### src/sv/framebuffer_rect_draw_engine_unit_assert.svh
// Assertion macros shared by the frame store drawing engine.
`ifndef FRAMEBUFFER_RECT_DRAW_ENGINE_UNIT_ASSERT_SVH
`define FRAMEBUFFER_RECT_DRAW_ENGINE_UNIT_ASSERT_SVH

// Check that a condition implies a consequence in the same cycle.
`define FRB_ASSERT_IMP(lbl, a, c, msg) \
  lbl: assert property (@(posedge clk) disable iff (rst) (a) |-> (c)) \
    else $error(msg);

// Check that a condition implies a consequence in the next cycle.
`define FRB_ASSERT_NXT(lbl, a, c, msg) \
  lbl: assert property (@(posedge clk) disable iff (rst) (a) |=> (c)) \
    else $error(msg);

`endif

### src/sv/frb_pkg.sv
// Shared constants and types of the frame store drawing engine.
package frb_pkg;

  localparam int FRAME_WIDTH_DEF  = 128;
  localparam int FRAME_HEIGHT_DEF = 32;
  localparam int COORD_W          = 8;

  localparam logic [2:0] MODE_LINE  = 3'd0;
  localparam logic [2:0] MODE_RECT  = 3'd1;
  localparam logic [2:0] MODE_CUT   = 3'd2;
  localparam logic [2:0] MODE_CLEAR = 3'd3;
  localparam logic [2:0] MODE_SHIFT = 3'd4;
  localparam logic [2:0] MODE_READ  = 3'd5;

  localparam logic [1:0] PIX_CLEAR = 2'd0;
  localparam logic [1:0] PIX_OFF   = 2'd1;
  localparam logic [1:0] PIX_ON    = 2'd2;
  localparam logic [1:0] PIX_BAD   = 2'd3;

  // Signed coordinate wide enough for x + width - 1 and x - 1
  typedef logic signed [9:0] coord_t;

  typedef struct packed {
    logic               load;
    logic               step;
    logic               x_down;
    logic               y_down;
    logic [COORD_W-1:0] x0;
    logic [COORD_W-1:0] x1;
    logic [COORD_W-1:0] y0;
    logic [COORD_W-1:0] y1;
  } walk_cmd_t;

  typedef struct packed {
    logic               nonempty;
    logic [COORD_W-1:0] lo_x;
    logic [COORD_W-1:0] hi_x;
    logic [COORD_W-1:0] lo_y;
    logic [COORD_W-1:0] hi_y;
  } clip_t;

endpackage

### src/sv/frb_walker.sv
// Box walker: steps a pixel position over a box, column by column.
module frb_walker #(
  parameter int FRAME_WIDTH  = frb_pkg::FRAME_WIDTH_DEF,
  parameter int FRAME_HEIGHT = frb_pkg::FRAME_HEIGHT_DEF
) (
  input  logic                            clk,
  input  frb_pkg::walk_cmd_t              cmd,
  output logic [$clog2(FRAME_WIDTH)-1:0]  cx,
  output logic [$clog2(FRAME_HEIGHT)-1:0] cy,
  output logic                            last
);
  import frb_pkg::*;

  localparam int CXW = $clog2(FRAME_WIDTH);
  localparam int CYW = $clog2(FRAME_HEIGHT);

  logic [CXW-1:0] xe;
  logic [CYW-1:0] ys;
  logic [CYW-1:0] ye;
  logic           xdn;
  logic           ydn;

  always_ff @(posedge clk) begin
    if (cmd.load) begin
      xdn <= cmd.x_down;
      ydn <= cmd.y_down;
      cx  <= cmd.x_down ? cmd.x1[CXW-1:0] : cmd.x0[CXW-1:0];
      xe  <= cmd.x_down ? cmd.x0[CXW-1:0] : cmd.x1[CXW-1:0];
      cy  <= cmd.y_down ? cmd.y1[CYW-1:0] : cmd.y0[CYW-1:0];
      ys  <= cmd.y_down ? cmd.y1[CYW-1:0] : cmd.y0[CYW-1:0];
      ye  <= cmd.y_down ? cmd.y0[CYW-1:0] : cmd.y1[CYW-1:0];
    end else if (cmd.step) begin
      if (cy == ye) begin
        // wrap to the top of the next column
        cy <= ys;
        cx <= xdn ? cx - 1'b1 : cx + 1'b1;
      end else begin
        cy <= ydn ? cy - 1'b1 : cy + 1'b1;
      end
    end
  end

  assign last = (cx == xe) && (cy == ye);
endmodule

### config.mk
export PLATFORM = sky130hd
export DESIGN_NAME = frb_walker
export DESIGN_NICKNAME = d
export VERILOG_FILES = /design/src/sv/framebuffer_rect_draw_engine_unit_assert.svh /design/src/sv/frb_pkg.sv /design/src/sv/frb_walker.sv
export SDC_FILE = /design/constraint.sdc
export NUM_CORES = 1
export LEC_CHECK = 0
export BUFFER_PORTS_ARGS = -buffer_cell sky130_fd_sc_hd__buf_2
export CORE_ASPECT_RATIO = 1.25
export CORE_MARGIN = 8
export CORE_UTILIZATION = 50
export DETAILED_ROUTE_END_ITERATION = 10
export GPL_TIMING_DRIVEN = 0
export PLACE_DENSITY = 0.86
export SETUP_SLACK_MARGIN = 0.5
export SKIP_LAST_GASP = 1
export SLEW_MARGIN = 20
export SYNTH_ARGS = -nofsm -noshare
export SYNTH_HDL_FRONTEND = slang
export SYNTH_SLANG_ARGS = --single-unit
### constraint.sdc
create_clock -name clk -period 4.7 [get_ports clk]
set_input_delay 0.94 -clock clk [delete_from_list [all_inputs] [get_ports clk]]
set_output_delay 0.94 -clock clk [all_outputs]
set_load 0.02 [all_outputs]
### Word-level counts from Yosys, hierarchy flattened

Index checks and enable logic that the tools add are counted.

* multiplexer cells: 12
* bitwise gates (word level): 0
* divide/modulo/power cells: 0
* add/subtract/negate cells: 4
* $lt $le $gt $ge: 0
* shift operators: 0
* $mul: 0
* equal/unequal tests: 2
* reduce and logical (&&, ||, !) cells: 4

Operator list (count)
* $mux W7: 6
* $mux W5: 6
* $add A7 B1 Y7 const B: 1
* $eq A7 B7 Y1: 1
* $sub A7 B1 Y7 const B: 1
* $add A5 B1 Y5 const B: 1
* $eq A5 B5 Y1: 1
* $sub A5 B1 Y5 const B: 1
* $reduce_bool A2 Y1: 2
* $reduce_and A2 Y1: 1
* $logic_and A1 B1 Y1: 1

* latch bits: 0
* bits in registers: 31
* memory bits (read-only): 0
* output and inout port bits: 13
* input port bits: 37
* memory bits (writable): 0
* memories: 0
* logic and storage cells: 29

### Depth between registers and ports, before layout

Gate-level depths: netlist of the first run.

* depth in word-level cells: 5
* depth in mapped cells: 7
* mapped depth without buffers: 7

### Least setup slack after synthesis of the first run

Ideal clock, no wire load.

* kind: register to output
* from: register cy[1]
* to: output last
* required time: 3760 ps
* cell stages (with the launch flop): 5
* arrival: 1857 ps
* buffers on the path: 0
* path slack: 1903 ps
* cells stage by stage: edfxtp_1 -> xor2_1 -> nor4_4 -> nand2_1 -> nor3_1

* longest elaborated chain between the ends: 2

Ends and longest elaborated chain
* from (decl): line frb_walker.sv:9 `output logic [$clog2(FRAME_HEIGHT)-1:0] cy,`
* from (signal assigned): line frb_walker.sv:29 `cy <= cmd.y_down ? cmd.y1[CYW-1:0] : cmd.y0[CYW-1:0];`
* from (signal assigned): line frb_walker.sv:35 `cy <= ys;`
* from (signal assigned): line frb_walker.sv:38 `cy <= ydn ? cy - 1'b1 : cy + 1'b1;`
* $eq A5 B5 Y1: line frb_walker.sv:43 `assign last = (cx == xe) && (cy == ye);`
* $logic_and A1 B1 Y1: line frb_walker.sv:43
* to (decl): line frb_walker.sv:10 `output logic last`

No other way between the ends.

### Worst setup path in the final report of the first run

Ends and elaborated chain as after synthesis.

==> results of run 1 <==
critical path: stages (launching register included):
cell	delay, ns
edfxtp_1	0.47
xor2_1	0.20
nor4_4	0.46
nand2_1	0.26
nor3_1	0.29
buf_2	0.21
placed cells by master, fill, tap and decap left out, types with 2 or more instances in the layout:
master,count
and3_1,3
a211oi_1,3
clkbuf_1,6
clkbuf_8,5
nor2_1,8
clkinv_1,2
mux2_2,18
a21o_1,2
ha_1,8
nand2_1,5
edfxtp_1,31
nand3b_1,2
nor2b_1,3
inv_1,9
nor3_1,2
xor2_1,5
xnor2_1,11
nand3_1,5
a21oi_1,14
o21ai_0,8
fa_1,2
buf_2,42
mux2i_1,6
registers in the layout, summed over array words and instances, names as in the netlist:
register,cells
cx,7
cy,5
xdn,1
xe,7
ydn,1
ye,5
ys,5
through the flow:
stage | area [sq um] | power [mW] | instances | hold slack [ns] | setup WS, ns
2_1_floorplan | 1950 | 0.565 | 165 | 0.547 | 1.90
3_3_place_gp | 2200 | 0.629 | 246 | 0.559 | 1.91
3_5_place_dp | 2200 | 0.640 | 246 | 0.586 | 1.89
4_1_cts | 2280 | 0.837 | 254 | 0.601 | 1.60
5_1_grt | 2280 | 0.884 | 254 | 0.655 | 1.47
6_report | 2280 | 0.830 | 254 | 0.623 | 1.57
per-layer routing:
| layer | up-vias | track usage [%] | part of all wire, % |
|---|---|---|---|
| met5 | - | 0 | 0 |
| met1 | 668 | 13.6 | 39 |
| met3 | 9 | 4.32 | 5.8 |
| li1 | 705 | - | - |
| met2 | 35 | 26.2 | 53 |
| met4 | 0 | 7.64 | 2.1 |
cell families (layout without fill, tap and decap cells):
group | count (synthesis) | in the layout
buf+inv | 15 | 64
fa+ha+maj | 10 | 10
simple gates | 35 | 35
xor+xnor | 17 | 17
mux | 24 | 24
compound gates | 33 | 33
flops | 31 | 31
how the worst min path moves through the flow:
stage,slack (ns),endpoint,depth (start not counted)
6_report,0.62,cy[0],2
5_1_grt,0.66,cy[0],2
4_1_cts,0.60,cy[0],2
3_5_place_dp,0.59,cy[0],2
3_3_place_gp,0.56,cy[0],2
2_1_floorplan,0.55,cy[0],2
power groups by stage:
stage	Clock, mW	Sequential (mW)	Combinational (mW)
finish	0.196	0.380	0.254
CTS	0.199	0.381	0.257
global route	0.214	0.384	0.285
global placement	0	0.384	0.245
detailed placement	0	0.387	0.253
floorplan	0	0.403	0.162
layout make-up:
type | instances | area (sq um) | share of cell area (%)
plain buffers | 6 | 23.8 | 1.04
clock inverters | 2 | 7.51 | 0.329
well taps | 40 | 50.0 | 2.19
multi-input cells | 119 | 960 | 42.0
inverters | 9 | 33.8 | 1.48
repair buffers | 41 | 205 | 8.99
flip-flops and latches | 31 | 931 | 40.8
clock buffers | 6 | 72.6 | 3.18
==> results.md, run 1 <==
- Status: completed
- Wire length per cell after detailed routing: 15.8 um
- #FFs+latches synth: 31
- Synth unique cells: 35
- Top_reg_cell synth: edfxtp_1
- DRT iter0 DRCs: 50
- Crit-path max FO: 7
- Die Height: 85.8 um
- Hpwl dp: 3130 um
- Syn_nets: 212
- Worst Tran Pin Value: 0.543 ns
- Area of the core: 3750 sq um
- Post-synth EDFFs: 31
- Hold WC Path Type: reg -> reg
- Layout cells sized above 1: 32.7%
- CP endpoint: last
- Worst Hold Launch: ys[0]
- Worst r2r path cells: 6
- GRT overflow: 0
- Post-route ant nets: 0
- Final Cycle Share: 66.6%
- First-pass GRT wire length: 6810 um
- RSZ-0062 raised after global routing: false
- Final GP Congestion: 0.811
- Sequential fraction of the synthesis area: 47.8%
- # setup viols final: 0
- Synth Instances: 165
- Most frequent cell after synthesis: edfxtp_1
- Clock Path Buffers: 2
- Post-CTS Setup Inserts: 0
- Top cell type's share of synthesized area: 47.8%
- Clock tree from TritonCTS: yes
- Syn Area/Cell: 11.8 sq um
- P per Cell Area: 364 nW/um^2
- R2R Path Start: cy[0]
- Seq pwr share: 45.8%
- Adder-Cell Fraction of Synth Area: 7.19%
- WL final: 4000 um
- I/O pins: 50
- Fin nets: 260
- Clk_lat worst skew: 0.28 ns
- Switching Fraction: 32.0%
- Maximum VDD drop: 0.201 mV
- FF-to-FF setup slack: 2.50 ns
- Filler cell count: 318
- Die area: 6160 sq um
- Global Route Usage Sum: 14.2%
- Skew final: 0.00315 ns
- Sw Pwr: 265 uW
- CTS root buf: clkbuf_8
- First-pass iteration count of the detailed router: 4
- Hold-fix buffers, CTS: 0
- CTS H-tree depth: 2
- F_max: 320 MHz
- TritonCTS Sinks: 31
- Worst slew margin: 63.8%
- Post-Synth XOR/XNOR Area: 8.03%
- Leak: 0.944 nW
- Port bufs: 41
- Inserted Diodes: 0
- Total negative setup slack: 0 ns
- R2R Path End: cy[4]
- Top cells by count, synth: 31 x edfxtp_1, 18 x mux2_2, 14 x a21oi_1
- Reg clk slew, reported paths: 0.06 ns
- Number of global-route vias before repair: 1,539
- Synth Cell Area: 1950 sq um
- Post-layout util: 60.8%
- Vias per cell: 5.58
- MaxCap Viol Count: 0
- Setup crit end kind: output port
- Yosys warning count: 0
- Period minus WS final: 3.13 ns
- CP startpoint kind: flop
- Die Wd: 71.8 um
- Arr. time, crit path: 2.19 ns
- Via count: 1,417
- Final Hold Viols: 0
- Top area cells in the synthesized netlist: edfxtp_1 48%, mux2_2 10%, ha_1 5.1%
- Final slew viol count: 0
- Simple-Gate Fraction of Synth Area: 10.3%
- CP startpoint: cy[1]
- Post-route DRC violation count: 0
- Post-synth ARST share: 0%
- Synth area leader: edfxtp_1
- Initial antenna violation count: 0
- Synth Area in Compound Gates: 10.2%
- Comb pwr share: 30.6%
- Crit Path Class: reg -> out
- Power share of the clock group: 23.6%
- Power Internal: 565 uW
- Mux cell area share after synthesis: 13.5%
- Starting density of the core: 51.9%
- Largest net degree at the start of global routing: 21
- Row cnt: 25
- TritonCTS Buffers: 5
- Worst Path Required: 3.76 ns
- Combinational family with the most area after synthesis: multiplexers
- Syn-to-layout area delta: 17.2%
- Resized Gates After CTS: 0
Power figures use the tool's default switching activity.
==> run 2: changes to the inputs <==
==> constraint.sdc (replaced) <==
create_clock -name clk -period 2.9 [get_ports clk]
set_input_delay 0.58 -clock clk [delete_from_list [all_inputs] [get_ports clk]]
set_output_delay 0.58 -clock clk [all_outputs]
set_load 0.02 [all_outputs]
==> run 2 against run 1 <==
Against the previous run:
- die area unchanged
- final area increased by 3.2%
- critical path type is now reg -> reg
- non-clock buffer count increased by 4
- highest routed layer unchanged
- clock skew increased by 0.0051 ns
==> results.md, run 2 (synthesized netlist as in run 1, its figures left out) <==
- Status: completed
- First-pass GRT wire length: 6780 um
- Clock Path Buffers: 2
- First-pass iteration count of the detailed router: 4
- Area of the core: 3750 sq um
- WL final: 4080 um
- Fin nets: 264
- Crit Path Class: reg -> reg
- Power Internal: 1.02 mW
- Commonest non-fill, non-tap cells in the layout: 41 x buf_2, 31 x edfxtp_1, 18 x mux2_2
- Final Hold Viols: 0
- Commonest non-fill, non-tap cell in the layout: buf_2
- CTS H-tree depth: 2
- Seq pwr share: 41.8%
- Syn-to-layout area delta: 20.9%
- Layout cells sized above 1: 36.2%
- DRT met1 WL: 1690 um
- Maximum VDD drop: 0.446 mV
- GRT overflow: 0
- DRT iter0 DRCs: 68
- Arr. time, crit path: 2.41 ns
- Row cnt: 25
- Total power: 1.47 mW
- CTS root buf: clkbuf_8
- Switching Fraction: 30.5%
- Worst slew margin: 64.1%
- Post-route ant nets: 0
- Inserted Diodes: 0
- Post-layout util: 62.8%
- CP startpoint kind: flop
- Clk_lat worst skew: 0.29 ns
- Hold-fix buffers, CTS: 0
- I/O pins: 50
- Global Route Usage Sum: 14.0%
- Number of global-route vias before repair: 1,579
- Clock tree from TritonCTS: yes
- F_max: 439 MHz
- Port bufs: 41
- Sw Pwr: 447 uW
- Final hold slack: 0.481 ns
- Skew final: 0.00829 ns
- Die area: 6160 sq um
- Crit-path max FO: 4
- Top sig layer: met4
- # setup viols final: 0
- Hpwl dp: 3180 um
- MaxCap Viol Count: 0
- Die Wd: 71.8 um
- Wire length per cell after detailed routing: 15.8 um
- Total negative setup slack: 0 ns
- Met3 wire len: 221 um
- Via count: 1,441
- Power share of the clock group: 28.8%
- Setup crit end kind: flop
- Initial antenna violation count: 0
- Reg clk slew, reported paths: 0.07 ns
- Die Height: 85.8 um
- Final GP Congestion: 0.845
- Period minus WS final: 2.28 ns
- Vias per cell: 5.59
- Final slew viol count: 0
- Largest net degree at the start of global routing: 21
- TritonCTS Sinks: 31
- Starting density of the core: 51.9%
- Leak: 0.981 nW
- Biggest regs: cx (7), xe (7)
- Final Cycle Share: 78.5%
- P per Cell Area: 622 nW/um^2
- Post-route DRC violation count: 0
- Met2 WL: 2090 um
- TritonCTS Buffers: 5
- RSZ-0062 raised after global routing: false
- Worst Tran Pin Value: 0.538 ns
- Worst Path Required: 3.03 ns
- Comb pwr share: 29.4%
- Hold WC Path Type: in -> reg
[run 2: area by class of cell]
type                       instances  area (sq um)
fill                             301          1400
buffer                             6          23.8
clock buffer                       5          68.8
multi-input combinational        119           967
clock inverter                     3          43.8
timing repair buffer              45           238
tap                               40          50.0
inverter                           9          33.8
sequential                        31           931
[run 2: path summary, 6_finish.rpt]
| path | start | cells after the start | endpoint | slack [ns] |
|---|---|---|---|---|
| worst max-delay path | cy[0] | 7 | cy[4] | 0.62 |
| worst min-delay path | cmd[32] | 1 | ydn | 0.48 |
| worst max register to register | cy[0] | 7 | cy[4] | 0.62 |
| worst min register to register | ys[0] | 2 | cy[0] | 0.59 |
[run 2: layer usage]
layer | up-vias | GRT usage, %
met5 | - | 0
met4 | 0 | 6.70
met3 | 9 | 4.90
met2 | 45 | 25.0
met1 | 674 | 13.9
li1 | 713 | -
[run 2: per-stage QoR]
stage	setup slack [ns]	instances	instance area [sq um]
after floorplan	0.611	165	1950
after CTS	0.558	257	2350
after global routing	0.507	258	2360
after detailed placement	0.432	246	2210
final	0.624	258	2360
after global placement	0.488	246	2210
[run 2: worst max-delay path: stages (launching register included)]
cell and delay, ns:
edfxtp_1 0.43, buf_4 0.18, fa_1 0.47, nand3_1 0.15
a21oi_1 0.11, or4_1 0.47, and3_1 0.17, nor3_2 0.14
[run 2: power groups by stage]
stage	clock (mW)	sequential [mW]	combinational, mW
after CTS	0.429	0.614	0.426
after detailed placement	0	0.626	0.411
after floorplan	0	0.653	0.264
final	0.423	0.612	0.430
after global placement	0	0.623	0.399
after global routing	0.448	0.620	0.474
[run 2: what timing repair did]
| item | CTS | global route |
|---|---|---|
| buffers inserted | 3 | 1 |
| pin swaps | 1 | 2 |
| cloned | 0 | 0 |
| setup endpoints to repair | 1 | 1 |
| gates resized for setup | 1 | 1 |
==> run 3: changes to the inputs <==
--- a/config.mk
+++ b/config.mk
@@ -8,7 +8,7 @@
 export BUFFER_PORTS_ARGS = -buffer_cell sky130_fd_sc_hd__buf_2
 export CORE_ASPECT_RATIO = 1.25
 export CORE_MARGIN = 8
-export CORE_UTILIZATION = 50
+export CORE_UTILIZATION = 48
 export DETAILED_ROUTE_END_ITERATION = 10
 export GPL_TIMING_DRIVEN = 0
 export PLACE_DENSITY = 0.86
==> constraint.sdc (replaced) <==
create_clock -name clk -period 1.96 [get_ports clk]
set_input_delay 0.392 -clock clk [delete_from_list [all_inputs] [get_ports clk]]
set_output_delay 0.392 -clock clk [all_outputs]
set_load 0.02 [all_outputs]
==> run 3 against run 2 <==
Against the previous run:
- the flow now finishes with violations (negative setup slack)
- wire length up 11%
- register-to-register slack worse by 0.64 ns
- utilization up 3.4 points
- final cell count up 12%
- flip-flop and latch count unchanged
- via count up 8.7%
- sequential share of layout area down 4.3 points
- largest power group unchanged
- sequential power up 47%
- hold slack worse by 0.18 ns
- final area up 12%
- first-iteration DRC count down 40%
==> results.md, run 3 (synthesized netlist as in run 1, its figures left out) <==
- Period minus WS final: 2.06 ns
- Fin nets: 280
- Clock Path Buffers: 2
- Grt met1 use: 14.5%
- Wire length per cell after detailed routing: 15.7 um
- Final Hold Viols: 0
- Maximum VDD drop: 0.685 mV
- Met2 Usage GRT: 27.5%
- Clk_lat worst skew: 0.28 ns
- Hpwl dp: 3260 um
- Hold WC Path Type: in -> reg
- Crit-path max FO: 2
- Port bufs: 41
- Leak: 1.09 nW
- RSZ-0062 raised after global routing: true
- P per Cell Area: 882 nW/um^2
- Largest net degree at the start of global routing: 21
- Final GP Congestion: 0.787
- Clock tree from TritonCTS: yes
- FF-to-FF setup slack: -0.02 ns
- Via count: 1,567
- CTS root buf: clkbuf_8
- Hold-fix buffers, CTS: 0
- Worst Path Required: 1.57 ns
- Layout cells sized above 1: 48.7%
- Die area: 6370 sq um
- Inserted Diodes: 0
- I/O pins: 50
- CP startpoint kind: flop
- First-pass GRT wire length: 7350 um
- Place WS: -0.159 ns
- Failing checks: negative setup slack
- Area of the core: 4000 sq um
- TritonCTS Buffers: 5
- Post-Layout Cell Count: 290
- Arr. time, crit path: 1.66 ns
- Global Route Usage Sum: 15.0%
- Most used routing layer: met2
- MaxCap Viol Count: 0
- Worst Tran Pin Value: 0.544 ns
- Total power: 2.33 mW
- Final worst slack: -0.0965 ns
- DRT iter0 DRCs: 41
- Final slew viol count: 0
- Worst slew margin: 63.7%
- Setup crit end kind: output port
- Met3 usage: 4.61%
- Post-route ant nets: 0
- Vias per cell: 5.40
- WL final: 4540 um
- Commonest non-fill, non-tap cells in the layout: 38 x buf_2, 31 x edfxtp_1, 18 x mux2_2
- Biggest regs: cx (7), xe (7)
- Die Wd: 73.0 um
- Skew final: 0.00536 ns
- Post-Place Cells: 262
- GRT overflow: 0
- Final Cycle Share: 105%
- First-pass iteration count of the detailed router: 4
- Commonest non-fill, non-tap cell in the layout: buf_2
- Post-route DRC violation count: 0
- Total negative setup slack: -0.113 ns
- Number of global-route vias before repair: 1,659
- Row cnt: 26
- Die Height: 87.2 um
- Filler cell count: 317
- # setup viols final: 2
- Crit Path Class: reg -> out
- Post-layout util: 66.1%
- Status: complete, but fails checks
- CTS H-tree depth: 2
- Syn-to-layout area delta: 35.8%
- TritonCTS Sinks: 31
- Starting density of the core: 48.7%
- Reg clk slew, reported paths: 0.07 ns
- F_max: 486 MHz
- Initial antenna violation count: 0
-- run 3: worst paths after layout --
kind | from | to | cells after the start
max | ye[0] | last | 5
max reg2reg | ydn | cy[4] | 6
min reg2reg | ys[0] | cy[0] | 2
min | cmd[33] | xdn | 1
-- run 3: power breakdown --
| part | internal [mW] | leakage, nW | switching, mW |
|---|---|---|---|
| clock network | 0.372 | 0.0556 | 0.238 |
| logic | 0.406 | 0.732 | 0.415 |
| registers | 0.837 | 0.305 | 0.0644 |
| total | 1.62 | 1.09 | 0.718 |
-- run 3: stage by stage --
step                      hold WS [ns]  area, sq um
after floorplan                  0.491         2000
after global placement           0.563         2280
after detailed placement         0.567         2280
after CTS                        0.295         2540
after global routing             0.289         2650
final                            0.297         2650
-- run 3: critical path, stage by stage (launching register included) --
cell,delay (ns)
edfxtp_1,0.42
xor2_2,0.20
nor4_4,0.30
nand2_2,0.13
nor3_4,0.18
buf_6,0.15
-- run 3: final cells by class --
| class | instances | area (sq um) | share of cell area, % |
|---|---|---|---|
| clock inverter | 3 | 38.8 | 1.47 |
| multi-input combinational | 119 | 1070 | 40.3 |
| sequential | 31 | 931 | 35.2 |
| timing repair buffer | 61 | 407 | 15.4 |
| tap | 56 | 70.1 | 2.65 |
| clock buffer | 5 | 68.8 | 2.60 |
| buffer | 6 | 31.3 | 1.18 |
| inverter | 9 | 33.8 | 1.28 |
-- run 3: timing repair --
item | 4_1_cts | 5_1_grt
setup endpoints to repair | 20 | 22
hold endpoints to repair | 0 | 0
setup buffers | 14 | 6
pin swaps | 11 | 7
resized for setup | 12 | 20
gates cloned | 0 | 0
-- run 3: layer usage --
metal	wire length, um	up-vias
li1	-	747
met1	1570	752
met2	2510	50
met3	286	18
met4	177	0
met5	0	-
